--- config.mk ---
export PLATFORM = sky130hd
export DESIGN_NAME = angle_frame_packer_checksum
export DESIGN_NICKNAME = d
export VERILOG_FILES = /design/src/hw/rtl/afpc_pkg.sv /design/src/hw/rtl/afpc_front.sv /design/src/hw/rtl/afpc_queue.sv /design/src/hw/rtl/afpc_back.sv /design/src/hw/rtl/angle_frame_packer_checksum.sv
export VERILOG_INCLUDE_DIRS = /design/src /design/src/hw/rtl
export SDC_FILE = /design/constraint.sdc
export NUM_CORES = 1
export LEC_CHECK = 0
export BUFFER_PORTS_ARGS = -buffer_cell sky130_fd_sc_hd__buf_2
export CAP_MARGIN = 20
export CORE_AREA = 2 2 242 244
export CTS_CLUSTER_DIAMETER = 50
export DETAILED_ROUTE_END_ITERATION = 6
export DIE_AREA = 0 0 244 246
export PLACE_DENSITY_LB_ADDON = 0.05
export SLEW_MARGIN = 25
export SYNTH_ARGS = -nofsm -noshare
export SYNTH_HDL_FRONTEND = slang
export SYNTH_HIERARCHICAL = 1
export SYNTH_SLANG_ARGS = --single-unit
--- constraint.sdc ---
create_clock -name clock -period 15.2 [get_ports clock]
set_input_delay 1.52 -clock clock [delete_from_list [all_inputs] [get_ports clock]]
set_output_delay 1.52 -clock clock [all_outputs]
set_load 0.01 [all_outputs]
--- src/hw/rtl/angle_frame_packer_checksum_macros.svh ---
// Assertion macros shared by the frame packer RTL.
// IMPL checks in the same cycle, NEXT checks in the cycle after.
`ifndef ANGLE_FRAME_PACKER_CHECKSUM_MACROS_SVH
`define ANGLE_FRAME_PACKER_CHECKSUM_MACROS_SVH
`ifndef SYNTH
`define AFPC_ASSERT_IMPL(label, clk, rst, ante, cons) \
   label: assert property (@(posedge clk) disable iff (rst) (ante) |-> (cons)) \
      else $error("afpc assertion failed");
`define AFPC_ASSERT_NEXT(label, clk, rst, ante, cons) \
   label: assert property (@(posedge clk) disable iff (rst) (ante) |=> (cons)) \
      else $error("afpc assertion failed");
`else
`define AFPC_ASSERT_IMPL(label, clk, rst, ante, cons)
`define AFPC_ASSERT_NEXT(label, clk, rst, ante, cons)
`endif
`endif

--- src/hw/rtl/afpc_pkg.sv ---
`timescale 1ns / 1ps
package afpc_pkg;

   // frame layout
   localparam int PAYLOAD_LEN = 17;
   localparam int HDR_LEN     = 4;
   localparam int VALS_LEN    = 17;
   localparam int BODY_LEN    = HDR_LEN + PAYLOAD_LEN;
   localparam int FRAME_LEN   = BODY_LEN + 2;
   localparam int IDX_W       = $clog2(FRAME_LEN);
   localparam int SCALE       = 1000;

   // positions inside the frame
   localparam logic [IDX_W-1:0] IDX_HEAD  = IDX_W'(0);
   localparam logic [IDX_W-1:0] IDX_DEST  = IDX_W'(1);
   localparam logic [IDX_W-1:0] IDX_ID    = IDX_W'(2);
   localparam logic [IDX_W-1:0] IDX_LEN   = IDX_W'(3);
   localparam logic [IDX_W-1:0] IDX_ZERO  = IDX_W'(HDR_LEN);
   localparam logic [IDX_W-1:0] IDX_WORDS = IDX_W'(HDR_LEN + 1);
   localparam logic [IDX_W-1:0] IDX_PAD   = IDX_W'(HDR_LEN + VALS_LEN);
   localparam logic [IDX_W-1:0] IDX_SUM   = IDX_W'(BODY_LEN);
   localparam logic [IDX_W-1:0] IDX_LAST  = IDX_W'(FRAME_LEN - 1);
   localparam logic [7:0]       LEN_BYTE  = 8'(PAYLOAD_LEN);

   // queue between front and back
   localparam int QDEPTH = 2;
   localparam int QPTR_W = $clog2(QDEPTH);
   localparam int QCNT_W = $clog2(QDEPTH + 1);

   typedef enum logic [1:0] {
      CSR_HEAD_BYTE = 2'd0,
      CSR_DEST_ADDR = 2'd1,
      CSR_FRAME_ID  = 2'd2
   } csr_index_type;

   typedef struct packed {
      logic [7:0] head_byte;
      logic [7:0] dest_addr;
      logic [7:0] frame_id;
   } cfg_type;

   // first member is the top of the vector: yaw ends up in the low bytes
   typedef struct packed {
      logic [31:0] team_val;
      logic [31:0] fire_val;
      logic [31:0] pitch_val;
      logic [31:0] yaw_val;
   } entry_type;

   typedef struct packed {
      logic full;
      logic empty;
   } q_status_type;

endpackage

--- src/hw/rtl/afpc_front.sv ---
`timescale 1ns / 1ps
`include "angle_frame_packer_checksum_macros.svh"
module afpc_front (
   input  logic                    clock,
   input  logic                    reset,
   input  logic                    start,
   output logic                    busy,
   input  logic signed [31:0]      req_yaw_angle,
   input  logic signed [31:0]      req_pitch_angle,
   input  logic signed [31:0]      req_fire_level,
   input  logic [7:0]              req_team_color,
   input  afpc_pkg::q_status_type  q_status,
   output logic                    push,
   output afpc_pkg::entry_type     push_data
);

   typedef enum logic {
      F_IDLE,
      F_SCALE
   } front_state_type;

   localparam logic [1:0] STEP_YAW   = 2'd0;
   localparam logic [1:0] STEP_PITCH = 2'd1;
   localparam logic [1:0] STEP_FIRE  = 2'd2;
   localparam logic [1:0] STEP_PUSH  = 2'd3;

   front_state_type    state_ff;
   logic [1:0]         step_ff;
   logic signed [31:0] yaw_ff;
   logic signed [31:0] pitch_ff;
   logic signed [31:0] fire_ff;
   logic [7:0]         team_ff;
   logic signed [42:0] prod_ff;
   logic signed [42:0] prod_in;
   logic [31:0]        yaw_val_ff;
   logic [31:0]        pitch_val_ff;
   logic signed [31:0] mul_sel;
   logic [42:0]        biased;
   logic [31:0]        scaled;

   // one shared constant multiplier, one value per cycle
   always_comb begin
      unique case (step_ff)
         STEP_YAW:   mul_sel = yaw_ff;
         STEP_PITCH: mul_sel = pitch_ff;
         default:    mul_sel = fire_ff;
      endcase
      prod_in = $signed({{11{mul_sel[31]}}, mul_sel}) * 43'(afpc_pkg::SCALE);
   end

   // divide by 65536 toward zero: bias negatives before the shift
   assign biased = prod_ff + (prod_ff[42] ? 43'd65535 : 43'd0);
   assign scaled = {{5{biased[42]}}, biased[42:16]};

   assign busy = (state_ff != F_IDLE);
   assign push = (state_ff == F_SCALE) && (step_ff == STEP_PUSH) && !q_status.full;

   always_comb begin
      push_data.team_val  = 32'(team_ff) * 32'(afpc_pkg::SCALE);
      push_data.fire_val  = scaled;
      push_data.pitch_val = pitch_val_ff;
      push_data.yaw_val   = yaw_val_ff;
   end

   // state and datapath registers
   always_ff @(posedge clock) begin
      prod_ff <= prod_in;
      if (step_ff == STEP_PITCH) begin
         yaw_val_ff <= scaled;
      end
      if (step_ff == STEP_FIRE) begin
         pitch_val_ff <= scaled;
      end
      if (reset) begin
         state_ff <= F_IDLE;
         step_ff  <= STEP_YAW;
      end else begin
         unique case (state_ff)
            F_IDLE: begin
               if (start) begin
                  yaw_ff   <= req_yaw_angle;
                  pitch_ff <= req_pitch_angle;
                  fire_ff  <= req_fire_level;
                  team_ff  <= req_team_color;
                  step_ff  <= STEP_YAW;
                  state_ff <= F_SCALE;
               end
            end
            F_SCALE: begin
               if (step_ff != STEP_PUSH) begin
                  step_ff <= step_ff + 2'd1;
               end else if (!q_status.full) begin
                  state_ff <= F_IDLE;
               end
            end
            default: state_ff <= F_IDLE;
         endcase
      end
   end

   `AFPC_ASSERT_NEXT(a_front_busy_after_start, clock, reset, start && !busy, busy && step_ff == STEP_YAW)

endmodule

--- src/hw/rtl/afpc_queue.sv ---
`timescale 1ns / 1ps
`include "angle_frame_packer_checksum_macros.svh"
module afpc_queue (
   input  logic                   clock,
   input  logic                   reset,
   input  logic                   push,
   input  afpc_pkg::entry_type    push_data,
   input  logic                   pop,
   output afpc_pkg::entry_type    head,
   output afpc_pkg::q_status_type status
);

   afpc_pkg::entry_type              mem_ff [afpc_pkg::QDEPTH];
   logic [afpc_pkg::QPTR_W-1:0]      wr_ptr_ff;
   logic [afpc_pkg::QPTR_W-1:0]      rd_ptr_ff;
   logic [afpc_pkg::QCNT_W-1:0]      count_ff;

   assign head         = mem_ff[rd_ptr_ff];
   assign status.full  = (count_ff == afpc_pkg::QCNT_W'(afpc_pkg::QDEPTH));
   assign status.empty = (count_ff == '0);

   // entry storage
   always_ff @(posedge clock) begin
      if (push) begin
         mem_ff[wr_ptr_ff] <= push_data;
      end
   end

   // pointers and fill count
   always_ff @(posedge clock) begin
      if (reset) begin
         wr_ptr_ff <= '0;
         rd_ptr_ff <= '0;
         count_ff  <= '0;
      end else begin
         if (push) begin
            wr_ptr_ff <= (wr_ptr_ff == afpc_pkg::QPTR_W'(afpc_pkg::QDEPTH - 1)) ?
                         '0 : wr_ptr_ff + 1'b1;
         end
         if (pop) begin
            rd_ptr_ff <= (rd_ptr_ff == afpc_pkg::QPTR_W'(afpc_pkg::QDEPTH - 1)) ?
                         '0 : rd_ptr_ff + 1'b1;
         end
         if (push && !pop) begin
            count_ff <= count_ff + 1'b1;
         end else if (pop && !push) begin
            count_ff <= count_ff - 1'b1;
         end
      end
   end

   `AFPC_ASSERT_IMPL(a_queue_no_overflow, clock, reset, push, !status.full)
   `AFPC_ASSERT_IMPL(a_queue_no_underflow, clock, reset, pop, !status.empty)

endmodule

--- src/hw/rtl/afpc_back.sv ---
`timescale 1ns / 1ps
`include "angle_frame_packer_checksum_macros.svh"
module afpc_back (
   input  logic                    clock,
   input  logic                    reset,
   input  afpc_pkg::cfg_type       cfg,
   input  afpc_pkg::q_status_type  q_status,
   input  afpc_pkg::entry_type     head,
   output logic                    pop,
   output logic                    rsp_strobe,
   output logic [7:0]              rsp_frame_byte,
   output logic                    rsp_last_byte
);

   logic                            active_ff;
   logic [afpc_pkg::IDX_W-1:0]      idx_ff;
   afpc_pkg::entry_type             cur_ff;
   logic [7:0]                      sum_ff;
   logic [7:0]                      sum_in;
   logic [7:0]                      add_ff;
   logic [7:0]                      add_in;
   logic                            rsp_strobe_ff;
   logic [7:0]                      rsp_frame_byte_ff;
   logic                            rsp_last_byte_ff;
   logic [afpc_pkg::IDX_W-1:0]      word_off;
   logic [127:0]                    word_vec;
   logic [7:0]                      byte_sel;
   logic                            at_last;

   assign at_last = (idx_ff == afpc_pkg::IDX_LAST);
   assign pop     = !q_status.empty && (!active_ff || at_last);

   // byte for the current frame position
   assign word_off = idx_ff - afpc_pkg::IDX_WORDS;
   assign word_vec = cur_ff;
   always_comb begin
      priority if (idx_ff == afpc_pkg::IDX_HEAD) begin
         byte_sel = cfg.head_byte;
      end else if (idx_ff == afpc_pkg::IDX_DEST) begin
         byte_sel = cfg.dest_addr;
      end else if (idx_ff == afpc_pkg::IDX_ID) begin
         byte_sel = cfg.frame_id;
      end else if (idx_ff == afpc_pkg::IDX_LEN) begin
         byte_sel = afpc_pkg::LEN_BYTE;
      end else if (idx_ff == afpc_pkg::IDX_ZERO) begin
         byte_sel = 8'd0;
      end else if (idx_ff < afpc_pkg::IDX_PAD) begin
         byte_sel = word_vec[{word_off[3:0], 3'b000} +: 8];
      end else if (idx_ff < afpc_pkg::IDX_SUM) begin
         byte_sel = 8'd0;
      end else if (idx_ff == afpc_pkg::IDX_SUM) begin
         byte_sel = sum_ff;
      end else begin
         byte_sel = add_ff;
      end
   end

   // running sum and sum of sums over the body
   always_comb begin
      sum_in = sum_ff;
      if (idx_ff < afpc_pkg::IDX_SUM) begin
         sum_in = sum_ff + byte_sel;
      end
      add_in = add_ff;
      if (idx_ff < afpc_pkg::IDX_SUM) begin
         add_in = add_ff + sum_in;
      end
   end

   // sequencer and output register
   always_ff @(posedge clock) begin
      rsp_frame_byte_ff <= byte_sel;
      if (pop) begin
         cur_ff <= head;
         sum_ff <= 8'd0;
         add_ff <= 8'd0;
      end else if (active_ff) begin
         sum_ff <= sum_in;
         add_ff <= add_in;
      end
      if (reset) begin
         active_ff        <= 1'b0;
         idx_ff           <= '0;
         rsp_strobe_ff    <= 1'b0;
         rsp_last_byte_ff <= 1'b0;
      end else begin
         rsp_strobe_ff    <= active_ff;
         rsp_last_byte_ff <= active_ff && at_last;
         if (pop) begin
            active_ff <= 1'b1;
            idx_ff    <= '0;
         end else if (active_ff) begin
            if (at_last) begin
               active_ff <= 1'b0;
            end else begin
               idx_ff <= idx_ff + 1'b1;
            end
         end
      end
   end

   assign rsp_strobe     = rsp_strobe_ff;
   assign rsp_frame_byte = rsp_frame_byte_ff;
   assign rsp_last_byte  = rsp_last_byte_ff;

   `AFPC_ASSERT_NEXT(a_back_last_marked, clock, reset, active_ff && at_last, rsp_strobe_ff && rsp_last_byte_ff)
   `AFPC_ASSERT_NEXT(a_back_reload_at_zero, clock, reset, pop, active_ff && idx_ff == afpc_pkg::IDX_HEAD)

endmodule

--- src/hw/rtl/angle_frame_packer_checksum.sv ---
`timescale 1ns / 1ps
// Each item gives one frame of 23 bytes, sent one byte per cycle; frames follow
// back to back while items wait in the queue. The byte serializer sets the rate.
// The front takes a new item while up to two scaled items wait for the serializer.
// Reset: synchronous, active high; clears control state and sets head_byte to 0xFF.
// Results cannot be stalled by the receiver.
module angle_frame_packer_checksum (
   input  logic               clock,
   input  logic               reset,
   input  logic               start,
   output logic               busy,
   input  logic signed [31:0] req_yaw_angle,
   input  logic signed [31:0] req_pitch_angle,
   input  logic signed [31:0] req_fire_level,
   input  logic [7:0]         req_team_color,
   output logic               rsp_strobe,
   output logic [7:0]         rsp_frame_byte,
   output logic               rsp_last_byte,
   input  logic               csr_write_enable,
   input  logic [1:0]         csr_index,
   input  logic [7:0]         csr_write_data
);

   afpc_pkg::cfg_type      cfg_ff;
   afpc_pkg::q_status_type q_status;
   afpc_pkg::entry_type    push_data;
   afpc_pkg::entry_type    q_head;
   logic                   push;
   logic                   pop;

   // configuration registers
   always_ff @(posedge clock) begin
      if (reset) begin
         cfg_ff.head_byte <= 8'hFF;
         cfg_ff.dest_addr <= 8'd0;
         cfg_ff.frame_id  <= 8'd0;
      end else if (csr_write_enable) begin
         unique case (afpc_pkg::csr_index_type'(csr_index))
            afpc_pkg::CSR_HEAD_BYTE: cfg_ff.head_byte <= csr_write_data;
            afpc_pkg::CSR_DEST_ADDR: cfg_ff.dest_addr <= csr_write_data;
            afpc_pkg::CSR_FRAME_ID:  cfg_ff.frame_id  <= csr_write_data;
            default: ;
         endcase
      end
   end

   afpc_front u_front (
      .clock           (clock),
      .reset           (reset),
      .start           (start),
      .busy            (busy),
      .req_yaw_angle   (req_yaw_angle),
      .req_pitch_angle (req_pitch_angle),
      .req_fire_level  (req_fire_level),
      .req_team_color  (req_team_color),
      .q_status        (q_status),
      .push            (push),
      .push_data       (push_data)
   );

   afpc_queue u_queue (
      .clock     (clock),
      .reset     (reset),
      .push      (push),
      .push_data (push_data),
      .pop       (pop),
      .head      (q_head),
      .status    (q_status)
   );

   afpc_back u_back (
      .clock          (clock),
      .reset          (reset),
      .cfg            (cfg_ff),
      .q_status       (q_status),
      .head           (q_head),
      .pop            (pop),
      .rsp_strobe     (rsp_strobe),
      .rsp_frame_byte (rsp_frame_byte),
      .rsp_last_byte  (rsp_last_byte)
   );

endmodule

==> impl_results.md, run 1 <==
* Fin Clk Skew at 0.0215 ns
* Die X at 244 um
* Worst VDD drop at 163 uV
* Post-route clock period utilization at between 40% and 50%
* EDFF count, synth at between 500 and 600
* Leading cell types by count after synthesis: edfxtp_1, inv_1, ha_1, nand2_1, mux2_2
* Critical path class: reg -> reg
* Fillcell total at roughly 4.3k
* Vias in the first global route at 18.2k
* Critical R2R Launch: u_front/step_ff[1]
* Dominant cell by count in the synthesized netlist: edfxtp_1
* Hold_buf cts at 0
* Worst Path Arrival at 7.51 ns
* 1st-pass router iterations at 5
* Initial Utilization at 56.7%
* GP Congestion at 0.845
* Clock slew at reported path FFs at 0.06 ns
* Final #Nets at 2,876
* Largest area contributor in the netlist: edfxtp_1
* Pins over their slew limit at 0
* Cell Rows at 88
* Met2 Use GR at 34.2%
* Synth async-reset ratio at 0%
* Root Driver: clkbuf_16
* Via-per-instance ratio at 5.33
* Total wire length at 58,300 um
* Layout cell share with drive strength beyond 1 at 18.0%
* Via Count at 17.5k
* Clock Latency Late Sink at 0.61 ns
* Core footprint at 57,400 sq um
* Met1 GRT Util at 26.6%
* Final setup violating endpoints at 0
* WL/cell at 17.7 um
* CP startpoint: u_front/step_ff[1]
* Cell variety after synth at 87
* Initial antenna violation count at 0
* First-pass GRT wire length at 94,600 um
* PnR worst setup slack at ~8.2 ns
* Top delay family on crit path: adder cells
* Hold Startpoint: u_front/pitch_val_ff[13]
* MaxCap Viol Count at 0
* Gate Count Post-Synth at around 2.4k
* Crit-path max FO at 34
* GRT Max-Usage Layer: met2
* P_leak at approximately 0.014 uW
* Dominant cells by area after synthesis: edfxtp_1, fa_1, dfxtp_1
* Routed Antenna Nets at 0
* Clk sink count at around 650
* Hpwl dp at 40,400 um
* Chip height at 246 um
* Area Overhead vs Synth at 10.1%
* Clock buffer depth at 3
* Worst Hold Class: reg -> reg
* Synth warnings at 6
* Crit-path max cell delay at 0.80 ns
* Post-cts sizing count at 0
* Reg2reg path depth at 22
* CP Capture Type: register
* Pwr/cell area at 236 nW/um^2
* Setup bufs post-CTS at 0
* Crit path buffers/inverters at 5
* RSZ-0062 raised after global routing: false
* Cell Area, Placed at 33,500 sq um
* I/O Pins at ~130
* Die area at between 60,000 and 70,000 sq um
* Drt first-iter violations at just under 900
* Synthesized area at 32,500 sq um
* Synth Flop Type: edfxtp_1
* M3 GR Usage at 3.09%
* Total GRT Usage at 20.0%
* Min-Delay Path Depth at 0
* Drt drc at 0
* Final Hold Violating Endpoints at 0
* Slew @ Worst Pin at about 1 ns
* Min Tclk post-route at 6.99 ns
* Setup WS pre-CTS at 8.22 ns
* Worst slew margin at a little under a third
* Status: complete, no violations
* CP most frequent cell: fa_1
* CTS Buf Count at 71
* Htree depth at 3
* Number of cells on the critical path at 22
* Flops & latches, synth at around 650
* ANT cells at 0
* Syn Area/Cell at 13.8 sq um
* Sequential-to-total area share from yosys stat at 56.4%
* CP startpoint kind: register
* Grt ovf at 0
* Setup tns final at 0 ns
* CP max-delay cell: ha_2
* Pwr Total at 8470 uW
* CTS tree: yes
* Worst path required time at 15.72 ns
* Largest net degree at the start of global routing at 87
* Max Clk Rate at 0.143 GHz
* Area share of the largest cell type after synthesis at 50.0%
* Cells along the critical path: inv_1, ha_2, buf_4, nor2_2, buf_4, a21oi_1, clkinv_1, xnor2_1, xnor2_1, fa_1, inv_1, fa_1, fa_1, ha_1, nand2_1, nor3_1, a21oi_1, a21oi_2, o21a_1, a2111oi_2, or2_2, a311oi_1
* Port Buf Inserts at 128
* Final Cell Area at 35,800 sq um
## cell type report
| class | count | area (sq um) | share of cell area [%] |
|---|---|---|---|
| flip-flops and latches | 646 | 18400 | 51.3 |
| multi-input cells | 1336 | 12400 | 34.7 |
| clock buffers | 85 | 1870 | 5.22 |
| inverters | 264 | 991 | 2.77 |
| well taps | 765 | 957 | 2.67 |
| repair buffers | 148 | 791 | 2.21 |
| clock inverters | 44 | 435 | 1.22 |
## where the power goes
| group | total [uW] | internal, uW | switching (uW) | leakage [uW] |
|---|---|---|---|---|
| Sequential | 2500 | 2360 | 135 | 0.00581 |
| Combinational | 4300 | 1810 | 2490 | 0.00713 |
| Clock | 1670 | 980 | 692 | 0.00112 |
## path summary, 6_finish.rpt
path / to / slack (ns)
worst max-delay path: u_front/prod_ff[42] / 8.21
worst min register to register: u_queue/mem_ff[0][45] / 0.43
worst max register to register: u_front/prod_ff[42] / 8.21
worst min-delay path: u_queue/mem_ff[0][45] / 0.43
## cell families after synthesis
family / Yosys count / synth area share, %
other: 1 / 0.0115
and+or+nand+nor: 397 / 5.79
xor gates and xnor gates: 128 / 3.57
muxes: 201 / 8.21
DFF: 646 / 56.4
AOI/OAI and AO/OA: 300 / 6.18
buffers and inverters: 393 / 5.68
adders and majority gates: 293 / 14.1
## routing by layer
metal  wire [um]  vias up
li1            -     8521
met1       25600     8578
met2       28900      369
met3        2600       73
met4        1170        0
met5           0        -
## per-stage QoR
stage	utilization (%)	hold slack (ns)	std cells
after floorplan	-	0.421	2375
after detailed placement	58.4	0.429	3159
after CTS	62.4	0.441	3288
final	62.5	0.434	3288
after global placement	58.4	0.422	3159
after global routing	62.5	0.442	3288
## cells in the final DEF (no fill, tap or decap), types with 7 or more instances in the layout
cell       instances
nor2_1            86
mux2_2           128
o21a_1             7
a22o_1            23
a22oi_1           16
mux2i_1           32
buf_4             20
o21ai_0           47
and3_1            11
fa_1             125
dfxtp_1          102
mux4_2            38
nand2b_1          37
inv_6              9
conb_1            17
ha_1             165
xor2_1            35
clkbuf_1          12
nor2b_1           17
a21o_1            46
buf_2            128
nor3_1            16
nand4_1           15
inv_1            261
a21oi_1           83
clkinv_2           8
o211ai_1          12
nand3_1           22
nand2_1          149
xnor2_1           90
and2_1             7
clkbuf_16         73
edfxtp_1         542
a211oi_1           8
clkinv_1          14
## sequential cells by signal, summed over array words and instances, names as in the netlist, 5 cells and up, named ones only
name                   count
u_back/sum_ff              8
u_back/cur_ff            128
u_front/yaw_val_ff        27
u_front/prod_ff           40
u_front/team_ff            8
u_front/yaw_ff            32
u_back/idx_ff              5
u_front/pitch_val_ff      27
cfg_ff                    24
u_queue/mem_ff           256
u_back/add_ff              8
u_front/pitch_ff          32
u_back/rsp_frame_byte      8
u_front/fire_ff           32
Power figures use the tool's default switching activity.
==> inputs of run 2 (changes only) <==
--- a/config.mk
+++ b/config.mk
@@ -6,12 +6,13 @@
 export SDC_FILE = /design/constraint.sdc
 export NUM_CORES = 1
 export LEC_CHECK = 0
+export ABC_AREA = 1
 export BUFFER_PORTS_ARGS = -buffer_cell sky130_fd_sc_hd__buf_2
 export CAP_MARGIN = 20
-export CORE_AREA = 2 2 242 244
+export CORE_AREA = 2 2 248 250
 export CTS_CLUSTER_DIAMETER = 50
 export DETAILED_ROUTE_END_ITERATION = 6
-export DIE_AREA = 0 0 244 246
+export DIE_AREA = 0 0 250 252
 export PLACE_DENSITY_LB_ADDON = 0.05
 export SLEW_MARGIN = 25
 export SYNTH_ARGS = -nofsm -noshare
==> constraint.sdc (replaced) <==
create_clock -name clock -period 5.7 [get_ports clock]
set_input_delay 0.57 -clock clock [delete_from_list [all_inputs] [get_ports clock]]
set_output_delay 0.57 -clock clock [all_outputs]
set_load 0.01 [all_outputs]
==> run 2 against run 1 <==
  * Sequential cell count stayed put
  * Clock-buffer cell count is 8 higher
  * Area after synthesis is 5.0% higher
  * Die area is 5.0% higher
  * Non-clock buffer count is 24 higher
  * First-iteration DRC count is 19% higher
  * Final cell count is 24% higher
  * Worst setup slack worse by 7.8 ns
  * Global-route usage is 2.4 points higher
  * Largest cell class unchanged
==> impl_results.md, run 2 <==
* Min Tclk post-route at 5.30 ns (was 6.99 ns)
* Worst slew margin at 42.7% (was 31.3%)
* Pins over their slew limit at 0 (unchanged)
* CP startpoint kind: register (unchanged)
* Total GRT Usage at 22.4% (was 20.0%)
* Grt ovf at 0 (unchanged)
* Post-Synth Simple-Gate Area at 12.9% (was 5.79%)
* Via-per-instance ratio at 5.23 (was 5.33)
* Port Buf Inserts at 128 (unchanged)
* Setup bufs post-CTS at 0 (unchanged)
* CP Capture Type: register (unchanged)
* CP most frequent cell: inv_1 (was fa_1)
* Adder-Cell Fraction of Synth Area at 13.4% (was 14.1%)
* CTS Buf Count at 74 (was 71)
* Clk sink count at 646 (unchanged)
* Total wire length at 69,400 um (was 58,300 um)
* Most frequent cells in the layout: nand2_1, edfxtp_1, inv_1 (was edfxtp_1, inv_1, ha_1)
* Clock Latency Late Sink at 0.62 ns (was 0.61 ns)
* Synth Area in XOR/XNOR at 1.33% (was 3.57%)
* Crit-path max cell delay at 0.52 ns (was 0.80 ns)
* GP Congestion at 0.891 (was 0.845)
* Drt drc at 0 (unchanged)
* Htree depth at 3 (unchanged)
* Area Overhead vs Synth at 11.3% (was 10.1%)
* Final #Nets at 3,644 (was 2,876)
* Synthesized area at 34,100 sq um (was 32,500 sq um)
* Worst Hold Class: in -> reg (was reg -> reg)
* Dominant cell by count in the synthesized netlist: nand2_1 (was edfxtp_1)
* Flops & latches, synth at 646 (unchanged)
* Chip height at 252 um (was 246 um)
* CTS tree: yes (unchanged)
* Core footprint at 60,100 sq um (was 57,400 sq um)
* Critical path class: reg -> reg (unchanged)
* Gate Count Post-Synth at 3,093 (was 2,359)
* Initial antenna violation count at 0 (unchanged)
* Initial Utilization at 56.8% (was 56.7%)
* Sequential-to-total area share from yosys stat at 53.8% (was 56.4%)
* Worst Path Arrival at 5.79 ns (was 7.51 ns)
* Die X at 250 um (was 244 um)
* I/O Pins at 129 (unchanged)
* Fin Clk Skew at 0.0317 ns (was 0.0215 ns)
* 1st-pass router iterations at 5 (unchanged)
* Clock buffer depth at 3 (unchanged)
* Final Hold Violating Endpoints at 0 (unchanged)
* Clock slew at reported path FFs at 0.06 ns (about the same)
* Synth Area in Compound Gates at 6.38% (was 6.18%)
* Crit path buffers/inverters at 9 (was 5)
* Post-route clock period utilization at 93.0% (was 46.0%)
* Drt first-iter violations at 1,045 (was 880)
* Routed Antenna Nets at 0 (unchanged)
* Top delay family on crit path: adder cells (unchanged)
* Most common cell after layout, fill and taps aside: nand2_1 (was edfxtp_1)
* Final setup violating endpoints at 0 (unchanged)
* Cell Rows at 90 (was 88)
* Largest regs: u_queue/mem_ff (256), u_back/cur_ff (128), u_front/prod_ff (40) (unchanged)
* Syn Area/Cell at 11.0 sq um (was 13.8 sq um)
* Layout cell share with drive strength beyond 1 at 16.4% (was 18.0%)
* Setup WS pre-CTS at -0.175 ns (was 8.22 ns)
* Largest family of logic cells by synthesized area: adder cells (unchanged)
* MaxCap Viol Count at 0 (unchanged)
* Worst path required time at 6.19 ns (was 15.72 ns)
* PnR worst setup slack at 0.400 ns (was 8.21 ns)
* RSZ-0062 raised after global routing: true (was false)
* ANT cells at 0 (unchanged)
* Hpwl dp at 49,500 um (was 40,400 um)
* Via Count at 21.3k (was 17.5k)
* Cell variety after synth at 59 (was 87)
* Synth Flop Type: edfxtp_1 (unchanged)
* Mux contribution to synthesized area at 4.22% (was 8.21%)
* Largest net degree at the start of global routing at 129 (was 87)
* Dominant cells by area after synthesis: edfxtp_1, fa_1, nand2_1 (was edfxtp_1, fa_1, dfxtp_1)
* Hold_buf cts at 0 (unchanged)
* Slew @ Worst Pin at 0.857 ns (was 1.03 ns)
* Top reg by flops: u_queue/mem_ff (unchanged)
* Status: complete, no violations (unchanged)
* Max reg flops at 256 (unchanged)
* WL/cell at 17.0 um (was 17.7 um)
* Synth async-reset ratio at 0% (unchanged)
* Leading cell types by count after synthesis: nand2_1, edfxtp_1, inv_1, nor2_1, ha_1 (was edfxtp_1, inv_1, ha_1, nand2_1, mux2_2)
* Die area at 63,000 sq um (was 60,000 sq um)
* Area share of the largest cell type after synthesis at 47.7% (was 50.0%)
* Synth warnings at 6 (unchanged)
* EDFF count, synth at 542 (unchanged)
* Crit-path max FO at 16 (was 34)
* First-pass GRT wire length at 112,000 um (was 94,600 um)
* Largest area contributor in the netlist: edfxtp_1 (unchanged)
* CP max-delay cell: fa_1 (was ha_2)
* Root Driver: clkbuf_16 (unchanged)
* Vias in the first global route at 22.1k (was 18.2k)
* Max Clk Rate at 0.189 GHz (was 0.143 GHz)
==> run 2: final timing paths <==
check / end / slack, ns / depth (start not counted) / startpoint
worst max-delay path: u_front/prod_ff[34] / 0.40 / 27 / u_front/step_ff[1]
worst min-delay path: u_front/pitch_ff[4] / 0.13 / 1 / req_pitch_angle[4]
worst max register to register: u_front/prod_ff[34] / 0.40 / 27 / u_front/step_ff[1]
worst min register to register: u_queue/mem_ff[1][24] / 0.42 / 0 / u_front/yaw_val_ff[24]
==> run 2: kinds of logic after synthesis <==
family                   Yosys count
buffers and inverters            599
AND/OR/NAND/NOR                 1041
flip-flops                       646
adder cells (fa/ha/maj)          291
AO/OA/AOI/OAI                    336
multiplexers                     128
other                              1
XOR/XNOR                          51
==> run 2: timing repair <==
item                       4_1_cts  5_1_grt
resized for setup                2       12
setup endpoints to repair        1        6
pin swaps                        0        2
==> run 2: cell type report <==
cell class	count	area [sq um]
Sequential cell	646	18400
Fill cell	4806	22100
Clock inverter	44	554
Clock buffer	93	1970
Tap cell	782	978
Multi-Input combinational cell	1864	13200
Inverter	477	1800
Timing Repair Buffer	172	1110
==> run 2: metrics by stage <==
step | hold slack (ns) | TNS, ns | cells | instance area [sq um] | util, %
after global routing | 0.0940 | -0.0347 | 4078 | 38000 | 63.2
after CTS | 0.0915 | 0 | 4078 | 37900 | 63.1
final | 0.127 | 0 | 4078 | 38000 | 63.2
after floorplan | 0.421 | 0 | 3109 | 34200 | -
after detailed placement | 0.432 | -0.175 | 3941 | 35400 | 58.9
after global placement | 0.423 | -0.0202 | 3941 | 35400 | 58.9
==> run 2: metal layers <==
layer	up-vias	track usage [%]	wire, um
met2	368	41.0	35900
met3	104	2.97	2160
li1	10553	-	-
met1	10323	27.9	29600
met5	-	0	0
met4	0	6.38	1680
Power of run 2 is left out: the tool's default activity adds up to more than one toggle a clock period on the data nets, which glitch-free logic cannot reach.
